--- src/rtl/md4_pkg.sv ---
`timescale 1ns / 1ps
// ----------------------------------------------------------------------------
// md4_pkg
// Shared types, constants and tables of the MD4 hash engine.
// ----------------------------------------------------------------------------
package md4_pkg;

    localparam logic [31:0] IV0 = 32'h67452301;
    localparam logic [31:0] IV1 = 32'hefcdab89;
    localparam logic [31:0] IV2 = 32'h98badcfe;
    localparam logic [31:0] IV3 = 32'h10325476;
    localparam logic [31:0] K_ROUND2 = 32'h5a827999;
    localparam logic [31:0] K_ROUND3 = 32'h6ed9eba1;
    localparam logic [31:0] PAD_WORD = 32'h00000080;
    localparam logic [2:0] FULL_COUNT = 3'd4;
    localparam int unsigned QUEUE_DEPTH = 4;
    localparam int unsigned QUEUE_AW = $clog2(QUEUE_DEPTH);

    typedef struct packed {
        logic [31:0] data_word;
        logic [2:0]  byte_count;
        logic        end_of_message;
    } t_item;

    typedef enum logic [2:0] {
        ST_TAKE,
        ST_COMP,
        ST_EXTRA,
        ST_PAD,
        ST_LEN_LO,
        ST_LEN_HI,
        ST_OUT
    } t_state;

    function automatic logic [3:0] msg_index(input logic [1:0] rnd, input logic [3:0] st);
        logic [3:0] r;
        begin
            case (rnd)
                2'd0: r = st;
                2'd1: r = {st[1:0], st[3:2]};
                default: r = {st[0], st[1], st[2], st[3]};
            endcase
            return r;
        end
    endfunction

    function automatic logic [4:0] rot_amount(input logic [1:0] rnd, input logic [1:0] st);
        logic [4:0] r;
        begin
            case ({rnd, st})
                4'b0000: r = 5'd3;
                4'b0001: r = 5'd7;
                4'b0010: r = 5'd11;
                4'b0011: r = 5'd19;
                4'b0100: r = 5'd3;
                4'b0101: r = 5'd5;
                4'b0110: r = 5'd9;
                4'b0111: r = 5'd13;
                4'b1000: r = 5'd3;
                4'b1001: r = 5'd9;
                4'b1010: r = 5'd11;
                default: r = 5'd15;
            endcase
            return r;
        end
    endfunction

endpackage

--- src/rtl/md4_front.sv ---
`timescale 1ns / 1ps
// ----------------------------------------------------------------------------
// md4_front
// Input stage and item queue: takes message words and holds them for the core.
// ----------------------------------------------------------------------------
module md4_front (
    input  logic            i_clk,
    input  logic            i_rst_n,
    input  logic            i_valid,
    output logic            o_ready,
    input  md4_pkg::t_item  i_item,
    output logic            o_valid,
    input  logic            i_ready,
    output md4_pkg::t_item  o_item
);
    import md4_pkg::*;

    t_item           r_mem [QUEUE_DEPTH];
    logic [QUEUE_AW:0] r_wr, r_rd;
    logic            push, pop;
    t_item           norm;

    always_comb begin
        norm = i_item;
        if (!i_item.end_of_message || i_item.byte_count > FULL_COUNT) begin
            norm.byte_count = FULL_COUNT;
        end
    end

    assign o_ready = (r_wr - r_rd) != (QUEUE_AW + 1)'(QUEUE_DEPTH);
    assign o_valid = r_wr != r_rd;
    assign o_item  = r_mem[r_rd[QUEUE_AW-1:0]];
    assign push = i_valid && o_ready;
    assign pop  = o_valid && i_ready;

    always_ff @(posedge i_clk) begin
        if (!i_rst_n) begin
            r_wr <= '0;
            r_rd <= '0;
        end else begin
            if (push) r_wr <= r_wr + 1'b1;
            if (pop)  r_rd <= r_rd + 1'b1;
        end
    end

    always_ff @(posedge i_clk) begin
        if (push) r_mem[r_wr[QUEUE_AW-1:0]] <= norm;
    end
endmodule

--- src/rtl/md4_core.sv ---
`timescale 1ns / 1ps
// ----------------------------------------------------------------------------
// md4_core
// Block buffer, padding sequencer and one-step-per-cycle compression.
// ----------------------------------------------------------------------------
module md4_core (
    input  logic            i_clk,
    input  logic            i_rst_n,
    input  logic            i_valid,
    output logic            o_ready,
    input  md4_pkg::t_item  i_item,
    output logic            o_valid,
    input  logic            i_ready,
    output logic [31:0]     o_digest_a,
    output logic [31:0]     o_digest_b,
    output logic [31:0]     o_digest_c,
    output logic [31:0]     o_digest_d
);
    import md4_pkg::*;

    t_state      r_state, n_state;
    logic [31:0] r_buf [16];
    logic [31:0] r_h [4];
    logic [31:0] r_a, r_b, r_c, r_d;
    logic [3:0]  r_idx, n_idx;
    logic [63:0] r_len, n_len;
    logic [5:0]  r_step;
    t_state      r_ret, n_ret;

    logic        wr_en;
    logic [31:0] wr_data;
    logic        start;
    logic [31:0] mask, fval, sum, rot;
    logic [1:0]  rnd;
    logic [4:0]  sh;
    logic [1:0]  bc;

    assign rnd = r_step[5:4];
    assign sh  = rot_amount(rnd, r_step[1:0]);
    assign bc  = i_item.byte_count[1:0];

    always_comb begin
        case (rnd)
            2'd0: fval = (r_b & r_c) | (~r_b & r_d);
            2'd1: fval = ((r_b & r_c) | (r_b & r_d) | (r_c & r_d)) + K_ROUND2;
            default: fval = (r_b ^ r_c ^ r_d) + K_ROUND3;
        endcase
        sum = r_a + fval + r_buf[msg_index(rnd, r_step[3:0])];
        rot = (sum << sh) | (sum >> (6'd32 - {1'b0, sh}));
        mask = (32'h1 << {bc, 3'b000}) - 32'h1;
    end

    always_comb begin
        n_state = r_state;
        n_idx   = r_idx;
        n_len   = r_len;
        n_ret   = r_ret;
        wr_en   = 1'b0;
        wr_data = '0;
        start   = 1'b0;
        o_ready = 1'b0;
        o_valid = 1'b0;
        case (r_state)
            ST_TAKE: begin
                o_ready = 1'b1;
                if (i_valid) begin
                    wr_en = 1'b1;
                    n_idx = r_idx + 1'b1;
                    if (!i_item.end_of_message) begin
                        wr_data = i_item.data_word;
                        n_len = r_len + 64'd32;
                        n_ret = ST_TAKE;
                    end else if (i_item.byte_count == FULL_COUNT) begin
                        wr_data = i_item.data_word;
                        n_len = r_len + 64'd32;
                        n_ret = ST_EXTRA;
                    end else begin
                        wr_data = (i_item.data_word & mask) | (PAD_WORD << {bc, 3'b000});
                        n_len = r_len + {59'd0, bc, 3'b000};
                        n_ret = ST_PAD;
                    end
                    if (r_idx == 4'd15) begin
                        start = 1'b1;
                        n_state = ST_COMP;
                    end else begin
                        n_state = n_ret;
                    end
                end
            end
            ST_EXTRA: begin
                wr_en = 1'b1;
                wr_data = PAD_WORD;
                n_idx = r_idx + 1'b1;
                n_ret = ST_PAD;
                if (r_idx == 4'd15) begin
                    start = 1'b1;
                    n_state = ST_COMP;
                end else begin
                    n_state = ST_PAD;
                end
            end
            ST_PAD: begin
                if (r_idx == 4'd14) begin
                    n_state = ST_LEN_LO;
                end else begin
                    wr_en = 1'b1;
                    n_idx = r_idx + 1'b1;
                    if (r_idx == 4'd15) begin
                        start = 1'b1;
                        n_ret = ST_PAD;
                        n_state = ST_COMP;
                    end
                end
            end
            ST_LEN_LO: begin
                wr_en = 1'b1;
                wr_data = r_len[31:0];
                n_idx = r_idx + 1'b1;
                n_state = ST_LEN_HI;
            end
            ST_LEN_HI: begin
                wr_en = 1'b1;
                wr_data = r_len[63:32];
                n_idx = '0;
                start = 1'b1;
                n_ret = ST_OUT;
                n_state = ST_COMP;
            end
            ST_COMP: begin
                if (r_step == 6'd48) begin
                    n_state = r_ret;
                end
            end
            ST_OUT: begin
                o_valid = 1'b1;
                if (i_ready) begin
                    n_state = ST_TAKE;
                    n_len = '0;
                end
            end
            default: n_state = ST_TAKE;
        endcase
    end

    always_ff @(posedge i_clk) begin
        if (!i_rst_n) begin
            r_state <= ST_TAKE;
            r_idx   <= '0;
            r_len   <= '0;
            r_ret   <= ST_TAKE;
            r_step  <= '0;
            r_h[0]  <= IV0;
            r_h[1]  <= IV1;
            r_h[2]  <= IV2;
            r_h[3]  <= IV3;
        end else begin
            r_state <= n_state;
            r_idx   <= n_idx;
            r_len   <= n_len;
            r_ret   <= n_ret;
            if (start) begin
                r_step <= '0;
            end else if (r_state == ST_COMP && r_step != 6'd48) begin
                r_step <= r_step + 1'b1;
            end
            if (r_state == ST_COMP && r_step == 6'd48) begin
                r_h[0] <= r_h[0] + r_a;
                r_h[1] <= r_h[1] + r_b;
                r_h[2] <= r_h[2] + r_c;
                r_h[3] <= r_h[3] + r_d;
            end
            if (r_state == ST_OUT && i_ready) begin
                r_h[0] <= IV0;
                r_h[1] <= IV1;
                r_h[2] <= IV2;
                r_h[3] <= IV3;
            end
        end
    end

    always_ff @(posedge i_clk) begin
        if (wr_en) r_buf[r_idx] <= wr_data;
        if (start) begin
            r_a <= r_h[0];
            r_b <= r_h[1];
            r_c <= r_h[2];
            r_d <= r_h[3];
        end else if (r_state == ST_COMP && r_step != 6'd48) begin
            r_a <= r_d;
            r_d <= r_c;
            r_c <= r_b;
            r_b <= rot;
        end
    end

    assign o_digest_a = r_h[0];
    assign o_digest_b = r_h[1];
    assign o_digest_c = r_h[2];
    assign o_digest_d = r_h[3];
endmodule

--- src/rtl/md4_hash_engine.sv ---
`timescale 1ns / 1ps
// ----------------------------------------------------------------------------
// md4_hash_engine
// MD4 digest of a byte stream given as little-endian 32-bit words.
// ----------------------------------------------------------------------------
// Input channel: i_valid/o_ready with i_data_word, i_byte_count and
// i_end_of_message; every word is full except the final one (1..4 bytes).
// Output channel: o_valid/i_ready with the four digest words, one transfer
// per message, after the final word.
// A four-entry queue holds incoming words while the core compresses. Each
// full block of sixteen words is taken one word per cycle while the queue
// has words, then compressed (one MD4 step per cycle in a single round
// unit); the core takes no new words until compression ends. After the
// final word come padding, the length words and one or two compressions.
// While the receiver stalls the digest is held and the core takes no words;
// the queue keeps accepting until full.
// Reset clears the queue, the length count and loads the MD4 initial values.
// ----------------------------------------------------------------------------
module md4_hash_engine (
    input  logic        i_clk,
    input  logic        i_rst_n,
    input  logic        i_valid,
    output logic        o_ready,
    input  logic [31:0] i_data_word,
    input  logic [2:0]  i_byte_count,
    input  logic        i_end_of_message,
    output logic        o_valid,
    input  logic        i_ready,
    output logic [31:0] o_digest_a,
    output logic [31:0] o_digest_b,
    output logic [31:0] o_digest_c,
    output logic [31:0] o_digest_d
);
    import md4_pkg::*;

    t_item in_item, q_item;
    logic  q_valid, q_ready;

    assign in_item.data_word      = i_data_word;
    assign in_item.byte_count     = i_byte_count;
    assign in_item.end_of_message = i_end_of_message;

    md4_front u_front (
        .i_clk   (i_clk),
        .i_rst_n (i_rst_n),
        .i_valid (i_valid),
        .o_ready (o_ready),
        .i_item  (in_item),
        .o_valid (q_valid),
        .i_ready (q_ready),
        .o_item  (q_item)
    );

    md4_core u_core (
        .i_clk      (i_clk),
        .i_rst_n    (i_rst_n),
        .i_valid    (q_valid),
        .o_ready    (q_ready),
        .i_item     (q_item),
        .o_valid    (o_valid),
        .i_ready    (i_ready),
        .o_digest_a (o_digest_a),
        .o_digest_b (o_digest_b),
        .o_digest_c (o_digest_c),
        .o_digest_d (o_digest_d)
    );
endmodule
--- config.mk ---
export PLATFORM = sky130hd
export DESIGN_NAME = md4_hash_engine
export DESIGN_NICKNAME = d
export VERILOG_FILES = /design/src/rtl/md4_pkg.sv /design/src/rtl/md4_front.sv /design/src/rtl/md4_core.sv /design/src/rtl/md4_hash_engine.sv
export SDC_FILE = /design/constraint.sdc
export NUM_CORES = 2
export LEC_CHECK = 0
export BUFFER_PORTS_ARGS = -buffer_cell sky130_fd_sc_hd__buf_2
export CORE_MARGIN = 2
export CORE_UTILIZATION = 55
export DETAILED_ROUTE_END_ITERATION = 7
export HOLD_SLACK_MARGIN = 0.12
export PLACE_DENSITY_LB_ADDON = 0.1
export SLEW_MARGIN = 5
export SYNTH_ARGS = -nofsm -noshare
export SYNTH_HDL_FRONTEND = slang
export SYNTH_SLANG_ARGS = --single-unit
--- constraint.sdc ---
create_clock -name i_clk -period 6.8 [get_ports i_clk]
set_input_delay 0.34 -clock i_clk [delete_from_list [all_inputs] [get_ports i_clk]]
set_output_delay 0.34 -clock i_clk [all_outputs]
set_load 0.03 [all_outputs]
; After elaboration in Yosys (flattened, before gate mapping)
; Memories as Yosys holds them, arrays and structs flattened. A register that Yosys moved wholly into a read port is not among the register bits.
; Index checks and enable logic that the tools add are counted.
[word_totals]
ff_bits = 214
ramBits = 784
rom_bits = 64
inputBits = 40
output_inout_bits = 130
wordCells = 168
mem_count = 4
[memory_table]
columns = name, depth, word_bits, rd, rd_clocked_by_memory_dff, wr, line_no
row1 = u_core.r_buf, 16, 32, 1, 0, 1, md4_core.sv:22  ; logic [31:0] r_buf [16];
row2 = u_front.r_mem, 4, 36, 1, 1, 1, md4_front.sv:18  ; t_item r_mem [QUEUE_DEPTH];
row3 = u_core.r_h, 4, 32, 4, 0, 4, md4_core.sv:23  ; logic [31:0] r_h [4];
row4 = (no name shown), 16, 4, 1, 1, 0, md4_pkg.sv:50  ; case ({rnd, st})
[op_classes]
addsub = 17
order_cmp = 1
eq_ne = 20
shift = 4
muxes = 69
bitwise_logic = 22
n_reduce_logical = 20
[op_table]
columns = cell, count
row1 = 32-bit 2-to-1 mux, 19
row2 = 64-bit 2-to-1 mux, 4
row3 = 32-bit adder, 6
row4 = 32-bit bitwise AND, 5
row5 = 32-bit bitwise OR, 5
row6 = 32-bit case mux with 4 select lines, 1
row7 = 64-bit case mux with 2 select lines, 1
row8 = 32-bit by 31-bit adder with 32-bit output (second input constant), 2
row9 = 64-bit by 5-bit adder with 64-bit output, 1
row10 = 64-bit by 6-bit adder with 64-bit output (second input constant), 1
row11 = 32-bit case mux with 2 select lines, 1
row12 = 32-bit bitwise XOR, 2
row13 = 3-bit 2-to-1 mux, 11
row14 = 32-bit inverter, 1
row15 = 1-bit by 5-bit left shift with 32-bit output (first input constant), 1
row16 = 32-bit by 5-bit left shift with 32-bit output, 1
row17 = 8-bit by 5-bit left shift with 32-bit output (first input constant), 1
row18 = 32-bit by 6-bit >> shifter with 32-bit output, 1
row19 = 32-bit by 1-bit subtractor with 32-bit output (second input constant), 1
row20 = 3-bit case mux with 7 select lines, 1
row21 = 1-bit 2-to-1 mux, 19
row22 = 4-bit 2-to-1 mux, 4
row23 = 4-bit case mux with 4 select lines, 1
row24 = 3-bit equality test (second input constant), 4
row25 = other kinds (35), 59

; Logic depth before layout (Yosys ltp)
[logic_depth]
depth_word = 11
ltp_mapped = 27
depth_no_buf = 27

; By module
; From an unflattened synthesis, not the netlist that was laid out.
[hier_totals]
cells_unflattened = 4450
area_unflattened_um2 = 52446.6
[modules_own_cells]
columns = mod, n_inst, cells_per_inst, area_each_um2, seq_area_each_um2
row1 = md4_core, 1, 4206, 46742.3, 24043.1
row2 = md4_front, 1, 244, 5704.2, 4484.3

; Worst setup path after synthesis
; OpenSTA, ideal clock, no wires.
[synth_timing]
kind = register to register
from = reg u_core.r_step[4]
to = reg u_core.r_b[18], data pin
setup_time_ns = 0.261
t_arrival_ns = 6.146
t_required_ns = 6.539
setup_slack_ns = 0.394
stages_incl_launch_ff = 26
path_buffers = 3
period_less_slack_ns = 6.406
cell_sequence = dfxtp_1 -> buf_4 -> mux2i_1 -> nor2_1 -> a21oi_1 -> clkbuf_1 -> buf_1 -> mux4_2 -> mux2i_1 -> nor2_1 -> a21oi_1 -> fa_1 -> inv_1 -> ha_1 -> fa_1 -> a211oi_1 -> o21ai_1 -> a31oi_2 -> o31ai_4 -> a21oi_2 -> o31ai_1 -> a211oi_1 -> xnor2_1 -> xnor2_1 -> mux4_2 -> a221o_1
[synth_via]
elab_chain_len = 8
elab_cells_between_ends = 12
cone_classes = add/sub (2) / eq/ne (1) / shift (2) / mux (4) / bitwise (1) / reduce/logical (1) / memory (1)
[synth_rtl]
columns = element, line_no
row1 = "start, declared", md4_core.sv:27  ; logic [5:0] r_step;
row2 = "start signal, assigned", md4_core.sv:164  ; r_step <= r_step + 1'b1;
row3 = 2-bit by 1-bit equality test with 1-bit output or 2-bit zero test (tied branches), "md4_pkg.sv:38, md4_core.sv:43"
row4 = 32-bit case mux with 2 select lines or 4-bit case mux with 2 select lines (tied branches), "md4_core.sv:43, md4_pkg.sv:38"
row5 = 32-bit adder or memory 16 x 32 bit (tied branches), n/a
row6 = 32-bit adder (*), md4_core.sv:48  ; sum = r_a + fval + r_buf[msg_index(rnd, r_step[3:0])];
row7 = 32-bit by 6-bit >> shifter with 32-bit output or 32-bit by 5-bit left shift with 32-bit output (tied branches), md4_core.sv:49  ; rot = (sum << sh) | (sum >> (6'd32 - {1'b0, sh}));
row8 = 32-bit bitwise OR (*), md4_core.sv:49
row9 = 32-bit 2-to-1 mux (*), md4_core.sv:188  ; end else if (r_state == ST_COMP && r_step != 6'd48) begin
row10 = 32-bit 2-to-1 mux (*), md4_core.sv:183  ; if (start) begin
row11 = "end signal, assigned", md4_core.sv:185  ; r_b <= r_h[1];
row12 = "end signal, assigned", md4_core.sv:192  ; r_b <= rot;
row13 = "end, declared", md4_core.sv:24  ; logic [31:0] r_a, r_b, r_c, r_d;
; Every way passes the cells marked *; elsewhere a longest branch is shown, timed or not. The select of a mux whose other input is x is not followed.
; A chain may end at the register's enable or synchronous reset.

; Worst setup path after layout
[layout_timing]
from = reg u_core.r_b[3]
to = reg u_core.r_b[14], data pin
[layout_via]
elab_chain_len = 11
elab_cells_between_ends = 19
cone_classes = add/sub (4) / shift (2) / mux (3) / bitwise (10)
[layout_rtl]
columns = element, line_no
row1 = "32-bit bitwise AND, on equally long branches", "md4_core.sv:44, md4_core.sv:45"
row2 = 32-bit bitwise OR (2 in series), md4_core.sv:45  ; 2'd1: fval = ((r_b & r_c) | (r_b & r_d) | (r_c & r_d)) + K_ROUND2;
row3 = 32-bit by 31-bit adder with 32-bit output, md4_core.sv:45
row4 = 32-bit case mux with 2 select lines (*), md4_core.sv:43  ; case (rnd)
row5 = 32-bit adder (*) (2 in series), md4_core.sv:48
row6 = 32-bit by 6-bit >> shifter with 32-bit output or 32-bit by 5-bit left shift with 32-bit output (tied branches), md4_core.sv:49
row7 = 32-bit bitwise OR (*), md4_core.sv:49
row8 = 32-bit 2-to-1 mux (*), md4_core.sv:188
row9 = 32-bit 2-to-1 mux (*), md4_core.sv:183
; Marks and branches as above.

==> flow_summary.yaml <==
status:
  outcome: "finished clean"
place:
  dpl-instance-area_sq_um: 55000
  numPortBuffers: 169
  place_ws_ns: 0.243
  place_congestion: 0.983
  hpwlAfterDp_um: 105000
yosys:
  yosys.cell_types.count: 87
  synthMuxAreaShare: 0.0967
  syn_area_sq_um: 51800
  synth_nets: 4569
  synth_area_per_cell_sq_um: 12.1
  ys_warn_count: 0
  synth-xor-area-share: 0.0379
  synthCells: 4287
  ys_seq_area_frac: 0.551
  synth_compound_area_frac: 0.109
  synthFlopType: "edfxtp_1"
  ys_ff_latch: 1001
  async_flop_share: 0
  synth_fa_ha_area_frac: 0.0685
  synth_top_family_by_area: "compound AO/OA/AOI/OAI gates"
  synth-simple-area-share: 0.109
  synth_edf_count: 848
timing:
  post-route-min-period_ns: 6.51
  period_share: 0.957
  max_slew_margin: 0.274
  report.final.hold_viol_count: 0
  fin_tns_setup_ns: 0
  tightest_slew_ns: 1.09
  final-max-slew-violation-count: 0
  fin_ws_ns: 0.290
  timing.hold.ws_ns: 0.249
  finalSetupViolations: 0
  skew_ns: 0.0347
  max_freq_ghz: 0.154
global_routing:
  grt_pass1_vias: 35000
  overflow: 0
  grt_pass1_wl_um: 223000
  grt_max_degree: 92
  track_usage: 0.307
  antenna_found_initial: 0
floorplanning:
  dieArea_sq_um: 96600
  rows: 112
  die_h_um: 311
  start_util: 0.555
  ioPinCount: 170
  fp.coreArea_sq_um: 93300
  die_w_um: 311
layout:
  final_common_cell: "edfxtp_1"
  nets: 4868
  final_cell_mix: "edfxtp_1 (848), nand2_1 (541), nor2_1 (291)"
  areaGrowthSynthToFinish_pct: 13.8
  finish.instance_area_sq_um: 58900
  drive_above_1_share: 0.164
clock_tree:
  cts_tree: "built"
  htreeDepth: 3
  clock-sinks: 1001
  worst_skew_pair.late_latency_ns: 0.70
  clk_path_buf_depth: 3
  cts-root-buf: "clkbuf_16"
  clk_pin_slew_worst_paths_ns: 0.06
  numCtsBuffers: 104
worst_setup_path:
  critPathCaptureType: "flop"
  critical_path_required_ns: 7.24
  cp.arrival_ns: 6.95
  cp_slowest_stage_delay_ns: 0.56
  critPathLaunch: "u_core.r_b[3]"
  r2r_start: "u_core.r_b[3]"
  cp_max_fo: 4
  start_kind: "flop"
  path_class: "flop to flop"
  slowest_stage: "fa_1"
drt:
  drtIter0Drc: 4027
  via_per_inst: 6.11
  drc: 0
  antenna_left: 0
  drt-pass1-iter-count: 5
  vias: 36200
  routedWlPerCell_um: 25.1
  wirelength_um: 149000
run:
  cap_violations: 0
hold_path:
  hp-start: "i_rst_n"
  min_path_type: "input pin to flop"
pwr:
  peakVddDrop_mv: 0.412
  p_leak_nw: 22.0
  power_density_nw_per_um2: 530
## cells by family (layout without fill, tap and decap cells)
group | count (synthesis) | in the layout
compound gates | 890 | 890
xor+xnor | 224 | 224
fa+ha+maj | 242 | 242
buf+inv | 380 | 766
flops | 1001 | 1001
mux | 287 | 287
other cells | 0 | 1
simple gates | 1263 | 1263
## worst max-delay path: cells and delay by family, from the launching register on
family	cells	cell delay [ns]
xor gates and xnor gates	1	0.16
DFF	1	0.48
adders and majority gates	3	1.31
and+or+nand+nor	2	0.20
AOI/OAI and AO/OA	15	3.27
muxes	1	0.30
buffers and inverters	4	0.54
## synthesized netlist by cell type, drive strengths merged (38+ instances only)
| master | count | area share |
|---|---|---|
| edfxtp | 848 | 0.49 |
| nand2 | 542 | 0.039 |
| nor2 | 306 | 0.022 |
| a21oi | 255 | 0.025 |
| o21ai | 212 | 0.020 |
| inv | 209 | 0.015 |
| ha | 173 | 0.042 |
| mux4 | 166 | 0.072 |
| dfxtp | 153 | 0.059 |
| clkbuf | 138 | 0.010 |
| xor2 | 117 | 0.020 |
| xnor2 | 107 | 0.018 |
| nand3 | 87 | 0.0084 |
| mux2i | 78 | 0.015 |
| a211oi | 70 | 0.010 |
| fa | 69 | 0.027 |
| nor2b | 67 | 0.0081 |
| a21o | 63 | 0.0091 |
| nor3 | 62 | 0.0061 |
| o21a | 46 | 0.0067 |
| mux2 | 43 | 0.0093 |
| o211ai | 38 | 0.0055 |
## final timing paths
kind | to | slack (ns) | cells past startpoint
worst max-delay path | u_core.r_b[14] | 0.29 | 26
worst min-delay path | u_core.sh[1] | 0.25 | 3
worst max register to register | u_core.r_b[14] | 0.29 | 26
worst min register to register | u_core.r_h[0][14] | 0.50 | 2
## repair_timing
item                       in CTS  in global routing
hold endpoints to repair      146                  0
setup endpoints to repair       0                 31
gates resized for setup         0                 17
buffers inserted                0                  0
hold buffers                   38                  0
## metal layers
metal / track usage / vias up / share of wire
li1: - / 16600 / -
met1: 0.423 / 17900 / 0.41
met2: 0.496 / 1433 / 0.47
met3: 0.0466 / 313 / 0.071
met4: 0.113 / 0 / 0.042
met5: 0 / - / 0
## where the power goes
part	internal, mW	switching (mW)
Sequential	8.19	0.613
Clock	3.30	2.43
Combinational	6.46	10.3
Total	17.9	13.3
## registers in the layout, summed over array words and instances (netlist names), 4 cells and up, named ones only
name and cells:
u_core.r_a 32, u_core.r_d 32, u_front.r_mem 144, u_core.r_b 32, u_core.sh 4, u_core.r_buf 512
u_core.r_step 6, u_core.r_c 32, u_core.r_idx 4, u_core.r_h 128, u_core.r_len 61
## per-stage QoR
step	power, mW	instances	util
floorplan	19.5	4287	-
global placement	25.0	5696	0.590
detailed placement	25.0	5696	0.590
CTS	30.8	5927	0.630
global route	32.9	5927	0.631
finish	31.2	5928	0.631
## cell type report
cell class                 instances  area (sq um)
multi-input combinational       2906         22100
clock buffer                     133          2810
timing repair buffer             362          2500
fill                            7310         34400
sequential                      1001         28500
clock inverter                    60           609
antenna                            1          2.50
tap                             1254          1570
inverter                         211           792
Power figures use the tool's default switching activity.
